### config.mk
export PLATFORM = sky130hd
export DESIGN_NAME = audio_onset_detector
export DESIGN_NICKNAME = d
export VERILOG_FILES = /design/src/aod_pkg.sv /design/src/audio_onset_detector.sv
export SDC_FILE = /design/constraint.sdc
export NUM_CORES = 2
export LEC_CHECK = 0
export BUFFER_PORTS_ARGS = -buffer_cell sky130_fd_sc_hd__buf_2
export CAP_MARGIN = 10
export CORE_ASPECT_RATIO = 1.4
export CORE_UTILIZATION = 46
export DETAILED_ROUTE_END_ITERATION = 8
export PLACE_DENSITY = 0.63
export REMOVE_ABC_BUFFERS = 1
export SYNTH_ARGS = -nofsm -noshare
export SYNTH_HDL_FRONTEND = slang
export SYNTH_SLANG_ARGS = --single-unit
### constraint.sdc
create_clock -name clock -period 14.4 [get_ports clock]
set_input_delay 2.88 -clock clock [delete_from_list [all_inputs] [get_ports clock]]
set_output_delay 2.88 -clock clock [all_outputs]
set_load 0.05 [all_outputs]
### src/aod_pkg.sv
// Package for the audio onset detector: sequencer states, register indexes,
// reset values and Q2.14 constants. No dependencies.
package aod_pkg;

   localparam int LEVEL_W = 16;
   localparam int ENV_W = 15;
   localparam int TIME_W = 32;
   localparam int DELTA_W = 17;
   localparam int CSR_IDX_W = 2;
   localparam int PROD_W = ENV_W + LEVEL_W;
   localparam int DIV_CNT_W = 5;

   localparam logic [ENV_W-1:0] Q_ONE = ENV_W'(16384);
   localparam logic [DIV_CNT_W-1:0] DIV_LAST = DIV_CNT_W'(PROD_W - 1);

   localparam logic [LEVEL_W-1:0] FLOOR_RESET = LEVEL_W'(328);
   localparam logic [LEVEL_W-1:0] RISE_RESET = LEVEL_W'(1311);
   localparam logic [LEVEL_W-1:0] DEBOUNCE_RESET = LEVEL_W'(80);
   localparam logic [LEVEL_W-1:0] RELEASE_RESET = LEVEL_W'(120);

   localparam logic [CSR_IDX_W-1:0] CSR_FLOOR = 2'd0;
   localparam logic [CSR_IDX_W-1:0] CSR_RISE = 2'd1;
   localparam logic [CSR_IDX_W-1:0] CSR_DEBOUNCE = 2'd2;
   localparam logic [CSR_IDX_W-1:0] CSR_RELEASE = 2'd3;

   localparam logic [1:0] CONF_LOW = 2'd0;
   localparam logic [1:0] CONF_CLIPPED = 2'd1;
   localparam logic [1:0] CONF_TRUSTED = 2'd2;

   typedef enum logic [1:0] {
      ST_IDLE,
      ST_MUL,
      ST_DIV,
      ST_WRITE
   } state_type;

endpackage

### src/audio_onset_detector.sv
// Audio onset detector: envelope release through a multiply and a
// bit-serial divider, onset gating and result register. Uses aod_pkg.
//
//  channel | direction | handshake               | payload
//  req     | in        | req_valid / req_stall   | rms, peak, time of one frame
//  rsp     | out       | rsp_valid / rsp_stall   | ok, onset, attack, envelope, ...
//  csr     | in        | csr_write               | csr_index, csr_wdata
//
// A frame with RMS passes accept, multiply, divide (partial decay only) and write;
// without RMS it goes straight to write. req_stall is high from accept until the
// result is loaded into the output register; a stalled result holds there while the
// next frame is accepted, and the next result waits in the write state. Reset is
// synchronous; frame, divider and result data are not reset, the rest is cleared.
module audio_onset_detector (
   input  logic                              clock,
   input  logic                              reset,
   input  logic                              req_valid,
   output logic                              req_stall,
   input  logic                              req_rms_valid,
   input  logic [aod_pkg::LEVEL_W-1:0]       req_rms_level,
   input  logic                              req_peak_valid,
   input  logic [aod_pkg::LEVEL_W-1:0]       req_peak_level,
   input  logic [aod_pkg::TIME_W-1:0]        req_time_ms,
   output logic                              rsp_valid,
   input  logic                              rsp_stall,
   output logic                              rsp_detector_ok,
   output logic                              rsp_onset_flag,
   output logic [aod_pkg::ENV_W-1:0]         rsp_attack_value,
   output logic [aod_pkg::ENV_W-1:0]         rsp_envelope,
   output logic [aod_pkg::LEVEL_W-1:0]       rsp_rms_echo,
   output logic signed [aod_pkg::DELTA_W-1:0] rsp_rise_delta,
   output logic [1:0]                        rsp_confidence_code,
   input  logic                              csr_write,
   input  logic [aod_pkg::CSR_IDX_W-1:0]     csr_index,
   input  logic [aod_pkg::LEVEL_W-1:0]       csr_wdata
);
   import aod_pkg::*;

   // configuration
   logic [LEVEL_W-1:0] floor_ff, floor_in;
   logic [LEVEL_W-1:0] rise_ff, rise_in;
   logic [LEVEL_W-1:0] debounce_ff, debounce_in;
   logic [LEVEL_W-1:0] release_ff, release_in;

   // detector state
   logic [ENV_W-1:0]   env_ff, env_in;
   logic [LEVEL_W-1:0] prev_rms_ff, prev_rms_in;
   logic [TIME_W-1:0]  prev_time_ff, prev_time_in;
   logic               have_prev_ff, have_prev_in;
   logic [TIME_W-1:0]  last_onset_ff, last_onset_in;
   logic               onset_seen_ff, onset_seen_in;

   // latched frame
   logic               f_rms_valid_ff, f_rms_valid_in;
   logic [LEVEL_W-1:0] f_rms_ff, f_rms_in;
   logic               f_peak_valid_ff, f_peak_valid_in;
   logic [LEVEL_W-1:0] f_peak_ff, f_peak_in;
   logic [TIME_W-1:0]  f_time_ff, f_time_in;

   // sequencer and divider
   state_type            state_ff, state_in;
   logic [ENV_W-1:0]     env_dec_ff, env_dec_in;
   logic [PROD_W-1:0]    div_q_ff, div_q_in;
   logic [LEVEL_W-1:0]   div_rem_ff, div_rem_in;
   logic [DIV_CNT_W-1:0] div_cnt_ff, div_cnt_in;

   // result register
   logic               out_valid_ff, out_valid_in;
   logic               out_ok_ff, out_ok_in;
   logic               out_onset_ff, out_onset_in;
   logic [ENV_W-1:0]   out_attack_ff, out_attack_in;
   logic [ENV_W-1:0]   out_env_ff, out_env_in;
   logic [LEVEL_W-1:0] out_rms_ff, out_rms_in;
   logic [DELTA_W-1:0] out_delta_ff, out_delta_in;
   logic [1:0]         out_conf_ff, out_conf_in;

   logic req_take;
   logic out_free;
   logic commit;

   // decay decision
   logic [TIME_W-1:0]  elapsed;
   logic               no_decay;
   logic               full_decay;
   logic [LEVEL_W-1:0] remain;
   logic [PROD_W-1:0]  product;

   // divider step
   logic [LEVEL_W:0]   rem_shift;
   logic               rem_ge;
   logic [LEVEL_W:0]   rem_sub;

   // gating
   logic [DELTA_W-1:0] delta;
   logic               trusted;
   logic               clipped;
   logic [TIME_W:0]    since_onset;
   logic               debounce_active;
   logic               onset;
   logic [ENV_W-1:0]   attack;
   logic [1:0]         conf;

   assign req_take = req_valid && !req_stall;
   assign out_free = !out_valid_ff || !rsp_stall;

   always_comb begin
      elapsed = '0;
      if (have_prev_ff && (f_time_ff > prev_time_ff)) begin
         elapsed = f_time_ff - prev_time_ff;
      end
      no_decay = (release_ff == '0) || (elapsed == '0);
      full_decay = elapsed >= {{(TIME_W-LEVEL_W){1'b0}}, release_ff};
      remain = release_ff - elapsed[LEVEL_W-1:0];
      product = PROD_W'(env_ff) * PROD_W'(remain);
   end

   always_comb begin
      rem_shift = {div_rem_ff, div_q_ff[PROD_W-1]};
      rem_ge = rem_shift >= {1'b0, release_ff};
      rem_sub = rem_shift - {1'b0, release_ff};
   end

   always_comb begin
      delta = '0;
      if (have_prev_ff) begin
         delta = {1'b0, f_rms_ff} - {1'b0, prev_rms_ff};
      end
      trusted = f_rms_ff >= floor_ff;
      clipped = f_peak_valid_ff && (f_peak_ff > {1'b0, Q_ONE});
      since_onset = {1'b0, f_time_ff} - {1'b0, last_onset_ff};
      debounce_active = onset_seen_ff &&
         ($signed(since_onset) < $signed({{(TIME_W+1-LEVEL_W){1'b0}}, debounce_ff}));
      onset = trusted && ($signed(delta) >= $signed({1'b0, rise_ff})) && !debounce_active;
      if ($signed(delta) > $signed({{(DELTA_W-ENV_W){1'b0}}, Q_ONE})) begin
         attack = Q_ONE;
      end else begin
         attack = delta[ENV_W-1:0];
      end
      if (!trusted) begin
         conf = CONF_LOW;
      end else if (clipped) begin
         conf = CONF_CLIPPED;
      end else begin
         conf = CONF_TRUSTED;
      end
   end

   // next state
   always_comb begin
      state_in = state_ff;
      case (state_ff)
         ST_IDLE: begin
            if (req_take) begin
               state_in = req_rms_valid ? ST_MUL : ST_WRITE;
            end
         end
         ST_MUL: begin
            state_in = (no_decay || full_decay) ? ST_WRITE : ST_DIV;
         end
         ST_DIV: begin
            if (div_cnt_ff == DIV_LAST) begin
               state_in = ST_WRITE;
            end
         end
         ST_WRITE: begin
            if (out_free) begin
               state_in = ST_IDLE;
            end
         end
         default: state_in = ST_IDLE;
      endcase
   end

   // sequencer outputs
   always_comb begin
      req_stall = 1'b1;
      commit = 1'b0;
      case (state_ff)
         ST_IDLE:  req_stall = 1'b0;
         ST_MUL:   req_stall = 1'b1;
         ST_DIV:   req_stall = 1'b1;
         ST_WRITE: commit = out_free;
         default:  req_stall = 1'b1;
      endcase
   end

   // datapath next values
   always_comb begin
      floor_in = floor_ff;
      rise_in = rise_ff;
      debounce_in = debounce_ff;
      release_in = release_ff;
      if (csr_write) begin
         case (csr_index)
            CSR_FLOOR:    floor_in = csr_wdata;
            CSR_RISE:     rise_in = csr_wdata;
            CSR_DEBOUNCE: debounce_in = csr_wdata;
            CSR_RELEASE:  release_in = csr_wdata;
            default:      floor_in = floor_ff;
         endcase
      end

      f_rms_valid_in = f_rms_valid_ff;
      f_rms_in = f_rms_ff;
      f_peak_valid_in = f_peak_valid_ff;
      f_peak_in = f_peak_ff;
      f_time_in = f_time_ff;
      if (req_take) begin
         f_rms_valid_in = req_rms_valid;
         f_rms_in = req_rms_level;
         f_peak_valid_in = req_peak_valid;
         f_peak_in = req_peak_level;
         f_time_in = req_time_ms;
      end

      env_dec_in = env_dec_ff;
      div_q_in = div_q_ff;
      div_rem_in = div_rem_ff;
      div_cnt_in = div_cnt_ff;
      if (state_ff == ST_MUL) begin
         if (no_decay) begin
            env_dec_in = env_ff;
         end else begin
            env_dec_in = '0;
         end
         div_q_in = product;
         div_rem_in = '0;
         div_cnt_in = '0;
      end else if (state_ff == ST_DIV) begin
         // retire one quotient bit
         div_q_in = {div_q_ff[PROD_W-2:0], rem_ge};
         div_rem_in = rem_ge ? rem_sub[LEVEL_W-1:0] : rem_shift[LEVEL_W-1:0];
         div_cnt_in = div_cnt_ff + DIV_CNT_W'(1);
         if (div_cnt_ff == DIV_LAST) begin
            env_dec_in = div_q_in[ENV_W-1:0];
         end
      end

      env_in = env_ff;
      prev_rms_in = prev_rms_ff;
      prev_time_in = prev_time_ff;
      have_prev_in = have_prev_ff;
      last_onset_in = last_onset_ff;
      onset_seen_in = onset_seen_ff;

      out_ok_in = out_ok_ff;
      out_onset_in = out_onset_ff;
      out_attack_in = out_attack_ff;
      out_env_in = out_env_ff;
      out_rms_in = out_rms_ff;
      out_delta_in = out_delta_ff;
      out_conf_in = out_conf_ff;

      if (commit) begin
         if (f_rms_valid_ff) begin
            env_in = onset ? attack : env_dec_ff;
            prev_rms_in = f_rms_ff;
            prev_time_in = f_time_ff;
            have_prev_in = 1'b1;
            if (onset) begin
               last_onset_in = f_time_ff;
               onset_seen_in = 1'b1;
            end
            out_ok_in = 1'b1;
            out_onset_in = onset;
            out_attack_in = onset ? attack : '0;
            out_env_in = onset ? attack : env_dec_ff;
            out_rms_in = f_rms_ff;
            out_delta_in = delta;
            out_conf_in = conf;
         end else begin
            // missing RMS: report held envelope, leave detector state untouched
            out_ok_in = 1'b0;
            out_onset_in = 1'b0;
            out_attack_in = '0;
            out_env_in = env_ff;
            out_rms_in = '0;
            out_delta_in = '0;
            out_conf_in = CONF_LOW;
         end
      end

      if (commit) begin
         out_valid_in = 1'b1;
      end else if (!rsp_stall) begin
         out_valid_in = 1'b0;
      end else begin
         out_valid_in = out_valid_ff;
      end
   end

   always_ff @(posedge clock) begin
      if (reset) begin
         floor_ff <= FLOOR_RESET;
         rise_ff <= RISE_RESET;
         debounce_ff <= DEBOUNCE_RESET;
         release_ff <= RELEASE_RESET;
         env_ff <= '0;
         prev_rms_ff <= '0;
         prev_time_ff <= '0;
         have_prev_ff <= 1'b0;
         last_onset_ff <= '0;
         onset_seen_ff <= 1'b0;
         state_ff <= ST_IDLE;
         div_cnt_ff <= '0;
         out_valid_ff <= 1'b0;
      end else begin
         floor_ff <= floor_in;
         rise_ff <= rise_in;
         debounce_ff <= debounce_in;
         release_ff <= release_in;
         env_ff <= env_in;
         prev_rms_ff <= prev_rms_in;
         prev_time_ff <= prev_time_in;
         have_prev_ff <= have_prev_in;
         last_onset_ff <= last_onset_in;
         onset_seen_ff <= onset_seen_in;
         state_ff <= state_in;
         div_cnt_ff <= div_cnt_in;
         out_valid_ff <= out_valid_in;
      end
   end

   always_ff @(posedge clock) begin
      f_rms_valid_ff <= f_rms_valid_in;
      f_rms_ff <= f_rms_in;
      f_peak_valid_ff <= f_peak_valid_in;
      f_peak_ff <= f_peak_in;
      f_time_ff <= f_time_in;
      env_dec_ff <= env_dec_in;
      div_q_ff <= div_q_in;
      div_rem_ff <= div_rem_in;
      out_ok_ff <= out_ok_in;
      out_onset_ff <= out_onset_in;
      out_attack_ff <= out_attack_in;
      out_env_ff <= out_env_in;
      out_rms_ff <= out_rms_in;
      out_delta_ff <= out_delta_in;
      out_conf_ff <= out_conf_in;
   end

   assign rsp_valid = out_valid_ff;
   assign rsp_detector_ok = out_ok_ff;
   assign rsp_onset_flag = out_onset_ff;
   assign rsp_attack_value = out_attack_ff;
   assign rsp_envelope = out_env_ff;
   assign rsp_rms_echo = out_rms_ff;
   assign rsp_rise_delta = $signed(out_delta_ff);
   assign rsp_confidence_code = out_conf_ff;

`ifndef NO_ASSERTIONS
   a_accept_starts: assert property (@(posedge clock) disable iff (reset)
      req_take |=> (state_ff == ST_MUL || state_ff == ST_WRITE))
      else $error("accepted frame did not start the sequencer");

   a_div_count: assert property (@(posedge clock) disable iff (reset)
      (state_ff == ST_DIV) |-> (div_cnt_ff <= DIV_LAST))
      else $error("divider ran past its last bit");

   a_env_range: assert property (@(posedge clock) disable iff (reset)
      (env_ff <= Q_ONE) && (!out_valid_ff || (out_env_ff <= Q_ONE && out_attack_ff <= Q_ONE)))
      else $error("envelope or attack above 1.0");

   a_onset_trusted: assert property (@(posedge clock) disable iff (reset)
      (commit && out_free) |=> (!out_onset_ff || (out_ok_ff &&
         (out_conf_ff == CONF_CLIPPED || out_conf_ff == CONF_TRUSTED))))
      else $error("onset reported on an untrusted frame");
`endif

endmodule
==> impl_metrics.toml <==
[synthesis]
synthTopCellsByCount = "446 x nand2_1, 443 x inv_1, 276 x ha_1"
netlist_area_um2 = 30720
yosys-top-cells-area = "edfxtp_1 17%, dfxtp_1 12%, fa_1 12%, ha_1 11%, nand2_1 5.4%"
avgSynthCellArea_um2 = 8.720
synth_warnings = 0
yosys.cell_count.top_type = "nand2_1"
yosysUniqueCellTypes = 94
synth_cells = 3523
ys_ff_latch = 364
yosys.area.top_type = "edfxtp_1"
synth_edf_count = 179
synth_top_area_share = 0.1750
ys.flop_type = "dfxtp_1"
async_reset_ff_frac = 0
ys_seq_area_frac = 0.2955

[sta]
worst_pin_slew_ns = 1.161
setup_viol = 0
finalHoldViolations = 0
period_minus_slack_ns = 11.36
slew_headroom = 0.2239
max_freq_mhz = 88.03
rsz0062_at_grt = "no"
finClkSkew_ns = 0.01996
final-max-slew-violation-count = 0
fin_crit_sh = 0.7889
final.setup.tns_ns = 0

[power]
p_leak_nw = 14.15
vdd_drop_max_mv = 0.1151
power_density_nw_per_um2 = 138.0
p_total_mw = 4.617

[drt]
dr.pass1.iters = 9
drcViolationCount = 6
wl_um = 89020
ant_nets = 0
vias = 25330
drt_iter0_markers = 1445
wl_per_cell_um = 20.02
avgViaCountPerCell = 5.695

[min_path]
holdPathEnd = "prev_time_ff[7]$_SDFFE_PP0P_"
min_from = "prev_time_ff[7]$_SDFFE_PP0P_"
min-delay-path-class = "flop to flop"
min_delay_path_depth = 2

[floorplanning]
core.rowCount = 111
initial_core_util = 0.4677
dieHeight_um = 307.8
fp.coreArea_um2 = 65690
pin_count = 158
dieArea_um2 = 67840
die_w_um = 220.4

[setup_path]
critPathLaunch = "f_time_ff[0]$_DFFE_PP_"
rr_startpoint = "f_time_ff[0]$_DFFE_PP_"
critPathMaxStageDelay_ns = 0.54
worst_setup_path_start_kind = "flop"
ff2ff_setup_slack_ns = 3.04
cp_max_fo = 14
path_class = "flop to flop"
reg2reg_to = "div_q_ff[28]$_DFFE_PP_"
rr_worst_depth = 47
cp-end-kind = "flop"
cpMaxStageDelayCell = "fa_1"
cp_top_family = "adder cells"
critPathArrivalTime_ns = 11.69
cp.required_ns = 14.73
cp_num_buf_inv = 9

[global_routing]
grt_max_degree = 94
antenna_found_initial = 5
grt_pass1_vias = 25370
grt_usage = 0.2644
grt_pass1_wl_um = 139200
grt-ovfl-total = 0

[place]
port_buffers = 157
place_hpwl_um = 67950
gp_congestion = 0.9334

[clocking]
cts_resized = 0
cts_htree_levels = 2
clk_pin_slew_ns = 0.06
clock_latency_ns = 0.59
post_cts_buffers = 0
cts_buffers = 41
cts_sinks = 364
cts_buffer_depth = 3
cts_root_buf = "clkbuf_16"
hold_buffers = 0
cts_tree = "done"

[finish]
final_nets = 4116
drive_above_1_share = 0.09003
utilization = 0.5095
syn_to_final_growth_pct = 8.939

[status]
violations = "design-rule violations"
status = "finished with violations"

[job]
maxCapViolations = 0
worst max path at each step:
stage	depth (start not counted)	slack (ns)	to
finish	47	3.04	div_q_ff[28]$_DFFE_PP_
global route	44	2.19	div_q_ff[30]$_DFFE_PP_
CTS	42	2.43	div_q_ff[28]$_DFFE_PP_
detailed placement	42	2.46	div_q_ff[28]$_DFFE_PP_
global placement	42	2.71	div_q_ff[28]$_DFFE_PP_
floorplan	41	3.75	div_q_ff[22]$_DFFE_PP_
metrics by stage:
stage	setup WS, ns	hold WS (ns)	std cells	cell area (um2)
final	3.040	0.4528	4447	33470
after global routing	2.193	0.4672	4447	33470
after CTS	2.430	0.4546	4445	33460
after detailed placement	2.455	0.4463	4369	32050
after global placement	2.711	0.4421	4369	32050
after floorplan	3.751	0.4276	3335	29930
where the power goes:
part	total [mW]	internal, mW	switching, mW
registers	1.47	1.34	0.134
logic	2.03	0.724	1.31
clock network	1.11	0.646	0.465
state kept, by name, indices dropped and copies added (netlist names), 16 cells and up:
register,count
f_time_ff,32
last_onset_ff,32
prev_time_ff,32
div_q_ff,31
rsp_rise_delta,17
debounce_ff,16
div_rem_ff,16
f_peak_ff,16
f_rms_ff,16
floor_ff,16
prev_rms_ff,16
release_ff,16
rise_ff,16
rsp_rms_echo,16
worst reg2reg max path, delay by kind of cell, from the launching register on:
family | cells | cell delay [ns]
and+or+nand+nor | 6 | 1.29
muxes | 1 | 0.27
AOI/OAI and AO/OA | 19 | 3.92
xor gates and xnor gates | 1 | 0.16
DFF | 1 | 0.36
adders and majority gates | 11 | 4.39
buffers and inverters | 9 | 0.72
cells in the final DEF, fill, tap and decap left out, types with 12 or more instances in the layout:
cell       Yosys  layout
nand2_1      446     445
inv_1        443     443
ha_1         276     275
a21oi_1      252     252
fa_1         185     185
dfxtp_1      185     185
edfxtp_1     179     179
nor2_1       178     178
buf_2         22     156
and2_1       139     137
o21ai_0       80      80
nand4_1       74      74
a21o_1        68      68
nand3_1       63      63
a31oi_1       60      60
o31ai_1       54      54
xnor2_1       50      50
nor2b_1       47      47
nor3_1        42      42
clkbuf_16      0      42
and3_1        37      36
xor2_1        33      32
buf_4          0      31
nor4_1        29      29
o21bai_1      26      26
nand2b_1      25      25
o21ai_1       24      24
mux2i_1       22      22
a211oi_1      22      22
o211ai_1      21      21
o21a_1        18      18
a211o_1       18      18
mux2_2        17      17
a311oi_1      16      16
or4_1         15      15
a21boi_0      14      14
o22ai_1       14      14
or3_1         12      12
per-layer routing:
metal | vias to the layer above | share of wire | GRT usage
met1 | 12230 | 0.40 | 0.3020
met3 | 214 | 0.042 | 0.03526
li1 | 12270 | - | -
met2 | 600 | 0.51 | 0.4784
met5 | - | 0.00062 | 0
met4 | 8 | 0.048 | 0.1270
kinds of logic after synthesis:
kind of cell             count (synthesis)  share of synthesized area
AO/OA/AOI/OAI                          789                     0.1705
AND/OR/NAND/NOR                       1156                     0.1840
buffers and inverters                  631                    0.07999
flip-flops                             364                     0.2955
XOR/XNOR                                83                    0.02366
multiplexers                            39                    0.01340
adder cells (fa/ha/maj)                461                     0.2330
layout make-up:
| type | count | area, um2 |
|---|---|---|
| diodes | 1 | 2.502 |
| clock buffers | 58 | 1171 |
| clock inverters | 18 | 239.0 |
| fillers | 6318 | 32220 |
| inverters | 443 | 1663 |
| multi-input cells | 2528 | 19230 |
| flip-flops and latches | 364 | 9079 |
| well taps | 847 | 1060 |
| repair buffers | 188 | 1025 |
(Power assumes the default switching activity.)
